**config.mk**
```make
export PLATFORM = sky130hd
export DESIGN_NAME = best_fit_segment_allocator
export DESIGN_NICKNAME = d
export VERILOG_FILES = /design/src/rtl/bfsa_pkg.sv /design/src/rtl/bfsa_seg_ram.sv /design/src/rtl/best_fit_segment_allocator.sv
export SDC_FILE = /design/constraint.sdc
export NUM_CORES = 2
export LEC_CHECK = 0
export BUFFER_PORTS_ARGS = -buffer_cell sky130_fd_sc_hd__buf_2
export CAP_MARGIN = 20
export CORE_ASPECT_RATIO = 0.5
export CORE_MARGIN = 2
export CORE_UTILIZATION = 40
export DETAILED_ROUTE_END_ITERATION = 8
export SLEW_MARGIN = 0
export SYNTH_ARGS = -nofsm -noshare
export SYNTH_HDL_FRONTEND = slang
export SYNTH_SLANG_ARGS = --single-unit
```
**constraint.sdc**
```tcl
create_clock -name i_clk -period 9.2 [get_ports i_clk]
set_clock_uncertainty 0.05 [all_clocks]
set_input_delay 0.92 -clock i_clk [delete_from_list [all_inputs] [get_ports i_clk]]
set_output_delay 0.92 -clock i_clk [all_outputs]
set_load 0.005 [all_outputs]
```
**src/rtl/bfsa_pkg.sv**
```systemverilog
// Shared types and constants for the best-fit segment allocator.
package bfsa_pkg;
    localparam int FREE_ENTRIES = 16;
    localparam int IDX_BITS     = $clog2(FREE_ENTRIES);
    localparam int CNT_BITS     = $clog2(FREE_ENTRIES + 1);
    localparam int ADDR_BITS    = 32;
    localparam int SIZE_BITS    = 24;
    localparam int HEADER_BYTES = 24;

    localparam logic [ADDR_BITS-1:0] HDR_A = ADDR_BITS'(HEADER_BYTES);
    localparam logic [SIZE_BITS:0]   HDR_S = (SIZE_BITS+1)'(HEADER_BYTES);

    localparam logic [1:0] ST_OK   = 2'd0;
    localparam logic [1:0] ST_OOM  = 2'd1;
    localparam logic [1:0] ST_FULL = 2'd2;
    localparam logic [1:0] ST_NULL = 2'd3;

    localparam logic CFG_BASE  = 1'b0;
    localparam logic CFG_LIMIT = 1'b1;

    localparam logic FN_ALLOC = 1'b0;
    localparam logic FN_FREE  = 1'b1;

    // one table entry: header address and payload size
    typedef struct packed {
        logic [ADDR_BITS-1:0] start;
        logic [SIZE_BITS-1:0] size;
    } t_seg;
endpackage

```
**src/rtl/bfsa_seg_ram.sv**
```systemverilog
// Free segment table memory: one write port, one registered read port.
module bfsa_seg_ram
    import bfsa_pkg::*;
(
    input  logic                i_clk,
    input  logic                i_we,
    input  logic [IDX_BITS-1:0] i_waddr,
    input  t_seg                i_wdata,
    input  logic [IDX_BITS-1:0] i_raddr,
    output t_seg                o_rdata
);
    t_seg mem [FREE_ENTRIES];
    t_seg r_rdata;

    always_ff @(posedge i_clk) begin
        if (i_we) begin
            mem[i_waddr] <= i_wdata;
        end
        r_rdata <= mem[i_raddr];
    end

    assign o_rdata = r_rdata;
endmodule

```
**src/rtl/best_fit_segment_allocator.sv**
```systemverilog
// Top level of the best-fit segment allocator engine.
// One item at a time. The free table sits in a memory with one read port, which is
// registered. An allocate scans all valid entries, decides in S_ADEC and finishes in
// S_DONE; taking a whole segment adds a shift-down of the entries above it. A free
// with a null address or a full table goes straight to S_DONE; any other free walks
// the table to its slot and shifts the upper entries up, then inserts, checks the
// following neighbor and the preceding one, and shifts entries down for each
// neighbor that is absorbed. The result moves to an output register when it is done,
// so a new item is taken while a result waits; a finished item stalls only while the
// previous result is still unaccepted.
module best_fit_segment_allocator
    import bfsa_pkg::*;
(
    input  logic        i_clk,
    input  logic        i_rst_n,
    input  logic        s_axis_tvalid,
    output logic        s_axis_tready,
    // [23:0] req_size, [55:24] block_addr, [79:56] block_size
    input  logic [79:0] s_axis_tdata,
    // [0] func
    input  logic        s_axis_tuser,
    output logic        m_axis_tvalid,
    input  logic        m_axis_tready,
    // [1:0] status, [33:2] payload_addr, [57:34] granted_size,
    // [89:58] segment_total, [121:90] free_total
    output logic [127:0] m_axis_tdata,
    input  logic        i_cfg_valid,
    output logic        o_cfg_ready,
    input  logic        i_cfg_index,
    input  logic [31:0] i_cfg_data
);
    typedef enum logic [10:0] {
        S_IDLE  = 11'b00000000001,
        S_SCAN  = 11'b00000000010,
        S_ADEC  = 11'b00000000100,
        S_DROP  = 11'b00000001000,
        S_FIND  = 11'b00000010000,
        S_SHUP  = 11'b00000100000,
        S_INS   = 11'b00001000000,
        S_MNXT  = 11'b00010000000,
        S_MPRV  = 11'b00100000000,
        S_MDEC  = 11'b01000000000,
        S_DONE  = 11'b10000000000
    } t_state;

    t_state r_state;
    logic [31:0] r_limit, r_brk, r_grown, r_freed;
    logic [CNT_BITS-1:0] r_count;
    logic        r_func;
    logic [SIZE_BITS-1:0] r_req, r_bsize;
    logic [ADDR_BITS-1:0] r_hdr;
    logic [CNT_BITS-1:0] r_ptr;      // address issued this cycle
    logic [CNT_BITS-1:0] r_rptr;     // index of data arriving now
    logic        r_rvalid;
    logic        r_found;
    logic [IDX_BITS-1:0] r_best;
    t_seg        r_bseg;
    logic [CNT_BITS-1:0] r_pos;
    t_seg        r_prev;             // entry below insert point
    logic        r_has_prev;
    logic        r_mprev_after;      // after next-merge, still try previous
    logic        r_ovalid;
    logic [121:0] r_odata;
    logic [1:0]  r_st;
    logic [31:0] r_pay;
    logic [23:0] r_gnt;

    logic        ram_we;
    logic [IDX_BITS-1:0] ram_waddr, ram_raddr;
    t_seg        ram_wdata, rd;

    bfsa_seg_ram u_ram (
        .i_clk  (i_clk),
        .i_we   (ram_we),
        .i_waddr(ram_waddr),
        .i_wdata(ram_wdata),
        .i_raddr(ram_raddr),
        .o_rdata(rd)
    );

    wire in_acc  = s_axis_tvalid && s_axis_tready;
    wire out_acc = m_axis_tvalid && m_axis_tready;
    assign s_axis_tready = (r_state == S_IDLE);
    assign o_cfg_ready   = (r_state == S_IDLE);
    assign m_axis_tvalid = r_ovalid;
    assign m_axis_tdata  = {6'd0, r_odata};

    // growth path arithmetic
    wire [SIZE_BITS:0] need = {1'b0, r_req} + HDR_S;
    wire [32:0] nb = {1'b0, r_brk} + 33'(need);
    wire oom = nb[32] || (nb[31:0] > r_limit);

    // merge checks for the arriving next entry and the stored previous entry
    wire [25:0] msum_nxt = 26'(r_bsize) + 26'(rd.size) + 26'(HEADER_BYTES);
    wire nxt_adj = (r_hdr + 32'(r_bsize) + HDR_A) == rd.start;
    wire [25:0] msum_prv = 26'(r_prev.size) + 26'(r_bsize) + 26'(HEADER_BYTES);
    wire prv_adj = (r_prev.start + 32'(r_prev.size) + HDR_A) == r_hdr;

    always_comb begin
        ram_raddr = r_ptr[IDX_BITS-1:0];
        ram_we    = 1'b0;
        ram_waddr = r_rptr[IDX_BITS-1:0];
        ram_wdata = rd;
        unique case (r_state)
            S_SHUP: begin
                ram_we    = r_rvalid;
                ram_waddr = IDX_BITS'(r_rptr + 1'b1);
            end
            S_INS: begin
                ram_we    = 1'b1;
                ram_waddr = r_pos[IDX_BITS-1:0];
                ram_wdata = '{start: r_hdr, size: r_bsize};
            end
            S_MDEC: begin
                ram_we    = r_rvalid;
                ram_waddr = IDX_BITS'(r_rptr - 1'b1);
            end
            S_ADEC: begin
                ram_we    = r_found && r_bseg.size >= need[SIZE_BITS-1:0] && !need[SIZE_BITS];
                ram_waddr = r_best;
                ram_wdata = '{start: r_bseg.start,
                              size: SIZE_BITS'(r_bseg.size - need[SIZE_BITS-1:0])};
            end
            S_DONE: begin
                // write back a merged entry
                ram_we    = r_rvalid;
                ram_waddr = r_pos[IDX_BITS-1:0];
                ram_wdata = '{start: r_hdr, size: r_bsize};
            end
            default: ;
        endcase
    end

    always_ff @(posedge i_clk) begin
        if (!i_rst_n) begin
            r_state  <= S_IDLE;
            r_limit  <= 32'd1048576;
            r_brk    <= 32'd4096;
            r_grown  <= '0;
            r_freed  <= '0;
            r_count  <= '0;
            r_ovalid <= 1'b0;
            r_rvalid <= 1'b0;
        end else begin
            if (out_acc) r_ovalid <= 1'b0;
            if (i_cfg_valid && o_cfg_ready) begin
                unique case (i_cfg_index)
                    CFG_BASE:  r_brk   <= i_cfg_data;
                    CFG_LIMIT: r_limit <= i_cfg_data;
                    default: ;
                endcase
            end
            r_rvalid <= 1'b0;
            unique case (r_state)
                S_IDLE: if (in_acc) begin
                    r_func  <= s_axis_tuser;
                    r_req   <= s_axis_tdata[23:0];
                    r_hdr   <= s_axis_tdata[55:24] - HDR_A;
                    r_bsize <= s_axis_tdata[79:56];
                    r_pay   <= '0;
                    r_gnt   <= '0;
                    r_found <= 1'b0;
                    r_ptr   <= '0;
                    r_has_prev <= 1'b0;
                    if (s_axis_tuser == FN_ALLOC) begin
                        r_st <= ST_OK; r_state <= S_SCAN;
                    end else if (s_axis_tdata[55:24] == 32'd0) begin
                        r_st <= ST_NULL; r_state <= S_DONE;
                    end else if (r_count == CNT_BITS'(FREE_ENTRIES)) begin
                        r_st <= ST_FULL; r_state <= S_DONE;
                    end else begin
                        r_st <= ST_OK; r_state <= S_FIND;
                    end
                end
                S_SCAN: begin
                    if (r_ptr < r_count) begin
                        r_ptr <= r_ptr + 1'b1; r_rvalid <= 1'b1; r_rptr <= r_ptr;
                    end
                    if (r_rvalid && rd.size >= r_req && (!r_found || rd.size < r_bseg.size)) begin
                        r_found <= 1'b1;
                        r_best  <= r_rptr[IDX_BITS-1:0];
                        r_bseg  <= rd;
                    end
                    if (!r_rvalid && r_ptr >= r_count) r_state <= S_ADEC;
                end
                S_ADEC: begin
                    r_state <= S_DONE;
                    if (!r_found) begin
                        if (oom) r_st <= ST_OOM;
                        else begin
                            r_pay   <= r_brk + HDR_A;
                            r_gnt   <= r_req;
                            r_brk   <= nb[31:0];
                            r_grown <= r_grown + 32'(need);
                        end
                    end else if (need[SIZE_BITS] || r_bseg.size < need[SIZE_BITS-1:0]) begin
                        r_pay   <= r_bseg.start + HDR_A;
                        r_gnt   <= r_bseg.size;
                        r_freed <= r_freed - 32'(r_bseg.size) - HDR_A;
                        r_ptr   <= CNT_BITS'(r_best) + 1'b1;
                        r_mprev_after <= 1'b0;
                        r_state <= S_MDEC;
                    end else begin
                        r_pay   <= r_bseg.start + HDR_A + 32'(SIZE_BITS'(r_bseg.size -
                                   need[SIZE_BITS-1:0])) + HDR_A;
                        r_gnt   <= r_req;
                        r_freed <= r_freed - 32'(need);
                    end
                end
                S_FIND: begin
                    // linear walk until first start > hdr
                    if (r_rvalid) begin
                        if (rd.start <= r_hdr) begin
                            r_prev <= rd; r_has_prev <= 1'b1;
                        end else begin
                            r_pos <= r_rptr;
                            r_ptr <= r_count - 1'b1;
                            r_state <= S_SHUP;
                        end
                    end
                    if (r_state == S_FIND && !(r_rvalid && rd.start > r_hdr)) begin
                        if (r_ptr < r_count && !r_rvalid) begin
                            r_rvalid <= 1'b1; r_rptr <= r_ptr; r_ptr <= r_ptr + 1'b1;
                        end else if (!r_rvalid) begin
                            r_pos <= r_count; r_state <= S_INS;
                        end
                    end
                end
                S_SHUP: begin
                    // read r_ptr downward, write to r_ptr+1
                    if (!r_rvalid) begin
                        r_rvalid <= 1'b1; r_rptr <= r_ptr;
                        if (r_ptr != r_pos) r_ptr <= r_ptr - 1'b1;
                    end else if (r_rptr == r_pos) begin
                        r_state <= S_INS;
                    end
                end
                S_INS: begin
                    r_count <= r_count + 1'b1;
                    r_freed <= r_freed + 32'(r_bsize) + HDR_A;
                    r_ptr   <= r_pos + 1'b1;
                    r_state <= S_MNXT;
                end
                S_MNXT: begin
                    if (!r_rvalid && r_ptr < r_count) begin
                        r_rvalid <= 1'b1; r_rptr <= r_ptr;
                    end else begin
                        r_state <= S_MPRV;
                        if (r_rvalid && nxt_adj && msum_nxt <= 26'hFFFFFF) begin
                            r_bsize <= msum_nxt[23:0];
                            r_ptr   <= r_ptr + 1'b1;
                            r_mprev_after <= 1'b1;
                            r_state <= S_MDEC;
                        end
                    end
                end
                S_MPRV: begin
                    r_mprev_after <= 1'b0;
                    if (r_has_prev && prv_adj && msum_prv <= 26'hFFFFFF) begin
                        r_hdr   <= r_prev.start;
                        r_bsize <= msum_prv[23:0];
                        r_pos   <= r_pos - 1'b1;
                        r_ptr   <= r_pos + 1'b1;
                        r_state <= S_MDEC;
                    end else begin
                        r_rvalid <= 1'b1; // write back merged current
                        r_state  <= S_DONE;
                    end
                end
                S_MDEC: begin
                    // shift entries above the removed one down by one
                    if (!r_rvalid && r_ptr < r_count) begin
                        r_rvalid <= 1'b1; r_rptr <= r_ptr; r_ptr <= r_ptr + 1'b1;
                    end else if (!r_rvalid) begin
                        r_count <= r_count - 1'b1;
                        if (r_mprev_after) r_state <= S_MPRV;
                        else if (r_func == FN_FREE) begin
                            r_rvalid <= 1'b1; r_state <= S_DONE;
                        end else r_state <= S_DONE;
                    end
                end
                S_DONE: begin
                    if (!r_ovalid || out_acc) begin
                        r_odata  <= {r_freed, r_grown, r_gnt, r_pay, r_st};
                        r_ovalid <= 1'b1;
                        r_state  <= S_IDLE;
                    end
                end
                default: r_state <= S_IDLE;
            endcase
        end
    end
endmodule
```
==> metrics.txt <==
post-synthesis cell area=78200 um^2; outcome=complete, no violations; max_cap viols=0; reg2reg start=r_req[3]; DRT antenna net count=0; Critical R2R Capture=r_grown[20]; Worst Hold Class=in2reg; dpl ws=2.08 ns; IO Port Bufs=243; Yosys cell types=93; WL per Instance=27.1 um; area grow syn2layout=12.2%; vias in the first global route=51964; Reg clk slew, reported paths=0.06 ns; Period Utilization, post-route=0.766; residual DRC count=0; EDFF count, synth=1291; DRT Pass-1 Iters=6; root buffer cell=clkbuf_16; dominant cell type by area after synthesis=edfxtp_1; CP endpoint kind=flop; top_reg_cell synth=edfxtp_1; first-pass GRT wire length=356000 um; Tot GR Track Use=0.243; dpl hpwl=176000 um; Synth Warn #=0; HP Start=s_axis_tdata[2]; routed vias=53899; Peak VDD IR=0.141 mV; pwr/cell area=175 nW/um^2; fmax=142 MHz; Setup TNS=0 ns; Sink Count=1493; post-synth top area share=0.496; average size of a mapped cell=12.7 um^2; largest net degree at the start of global routing=104; TritonCTS Buffers=151; CTS tree=done; start point of the critical path=r_req[3]; final hold viol count=0; Async SR Flop Fraction=0; RSZ-0062 raised after global routing=no; vias per cell=5.91; Layout fillers=17487; Final GP Congestion=0.989; grt total ovfl=0; Post-Route WL=247000 um; Critical Path Fanout Max=22; clk buf depth=4; LEAKAGE=32.5 nW; final setup fails=0; Starting Density=0.404; die area=199000 um^2; largest cells by area after synthesis=edfxtp_1, ha_1, mux4_2; num ports=250; DR iter-0 viols=6144; initial antenna violation count=9; CTS resizes=0; Max Slew Vio Count=0; min setup slack post-route=2.15 ns; most frequent cells in the layout=edfxtp_1, ha_1, nand2_1; Tmin final=7.05 ns; core area=194000 um^2; cts hold-fix bufs=0; R2R setup slack=2.15 ns; Yosys reg bits=1493; CP required=9.77 ns; Worst slew margin=0.229; Die H=317 um; H-tree levels=4; Crit Path Class=reg2reg; cells on worst reg2reg path=26; commonest non-fill, non-tap cell in the layout=edfxtp_1; sequential-to-total area share from yosys stat=0.548; Core Util, Final=0.453; worst-margin pin slew=1.15 ns; post-CTS setup buffer count=0; Worst setup SP type=flop; Layout Nets=7092; Die W=629 um; Clock Latency Late Sink=0.84 ns; crit path to=r_grown[20]; share of layout cells above drive strength 1=0.143; # rows=114; Mapped Cells=6139; Worst EP arrival=7.62 ns
## synth_stat cells, types with 70 or more instances
master,count
nor2_1,322
nand2_1,545
edfxtp_1,1291
inv_1,312
a21oi_1,362
o21ai_0,222
nand3_1,118
a22oi_1,71
mux4_2,281
a211oi_1,76
nand4_1,70
clkbuf_1,188
dfxtp_1,202
xnor2_1,258
xor2_1,141
a21o_1,160
ha_1,561
nor3_1,90
## per-layer routing
| metal | wire length, um | global-route usage | up-vias |
|---|---|---|---|
| met4 | 10400 | 0.0947 | 0 |
| met3 | 20000 | 0.0422 | 395 |
| met1 | 107000 | 0.339 | 27226 |
| met2 | 110000 | 0.380 | 2210 |
| li1 | - | - | 24068 |
| met5 | 0 | 0 | - |
## final cells by class
type	count	area, um^2	share of cell area
Timing Repair Buffer	331	1990	0.0227
Inverter	316	1190	0.0136
Tap cell	2610	3270	0.0372
Antenna cell	1	2.50	0.0000285
Clock inverter	72	808	0.00922
Clock buffer	190	4120	0.0470
Sequential cell	1493	42800	0.488
Multi-Input combinational cell	4107	33500	0.382
## stage by stage
stage | cells | hold WS (ns) | instance area (um^2) | total power, mW
finish | 9120 | 0.284 | 87700 | 15.4
detailed placement | 8856 | 0.355 | 82800 | 9.20
global route | 9119 | 0.258 | 87700 | 15.9
global placement | 8855 | 0.354 | 82700 | 9.20
floorplan | 6145 | 0.350 | 78200 | 8.66
CTS | 9118 | 0.244 | 87700 | 15.4
## flip-flops by register name (all words and copies together), names as in the netlist, 2 cells and up
| register | cells |
|---|---|
| r_pay | 32 |
| r_freed | 32 |
| r_rptr | 5 |
| u_ram.mem | 896 |
| r_limit | 32 |
| r_state | 11 |
| r_gnt | 24 |
| r_bsize | 24 |
| r_grown | 32 |
| r_st | 2 |
| r_odata | 122 |
| r_prev | 56 |
| r_hdr | 32 |
| r_bseg | 56 |
| u_ram.o_rdata | 56 |
| r_count | 5 |
| r_req | 24 |
| r_best | 4 |
| r_brk | 32 |
| r_pos | 5 |
| r_ptr | 5 |
## power by group
group	total (mW)	switching [mW]	internal, mW
logic	1.46	0.907	0.556
clock network	6.27	2.69	3.58
registers	7.62	0.150	7.47
## how the worst min path moves through the flow
stage,to,slack (ns),depth (start not counted)
after global routing,r_req[21],0.26,1
after detailed placement,r_odata[40],0.35,0
final,r_req[2],0.28,1
after CTS,r_req[19],0.24,1
after floorplan,r_odata[0],0.35,0
after global placement,r_odata[17],0.35,0
## critical path, cell delays in order (launching register included)
cell      delay, ns
edfxtp_1       0.46
inv_1          0.13
ha_1           0.24
nor2_1         0.26
nand2_1        0.11
xnor2_1        0.42
ha_1           0.39
a21o_1         0.18
a21o_1         0.17
nor3_1         0.29
a21oi_1        0.19
a41o_1         0.32
nor4_1         0.31
o31a_1         0.32
xnor2_1        0.19
ha_1           0.30
a21o_1         0.18
a21o_1         0.17
a21oi_1        0.14
nor2_1         0.06
a211oi_1       0.23
a31oi_1        0.16
nor4_1         0.35
o21a_1         0.58
buf_4          0.37
mux2i_1        0.25
nor2_1         0.06
## cell families (layout without fill, tap and decap cells)
logic type               count (synthesis)  count (layout)  share of synthesized area
XOR/XNOR                               399             399                     0.0447
AO/OA/AOI/OAI                         1336            1336                      0.113
AND/OR/NAND/NOR                       1472            1472                     0.0894
other                                    1               8                  0.0000480
flip-flops                            1493            1493                      0.548
buffers and inverters                  545             909                     0.0266
multiplexers                           320             320                     0.0861
adder cells (fa/ha/maj)                573             573                     0.0929
Power figures use the tool's default switching activity.
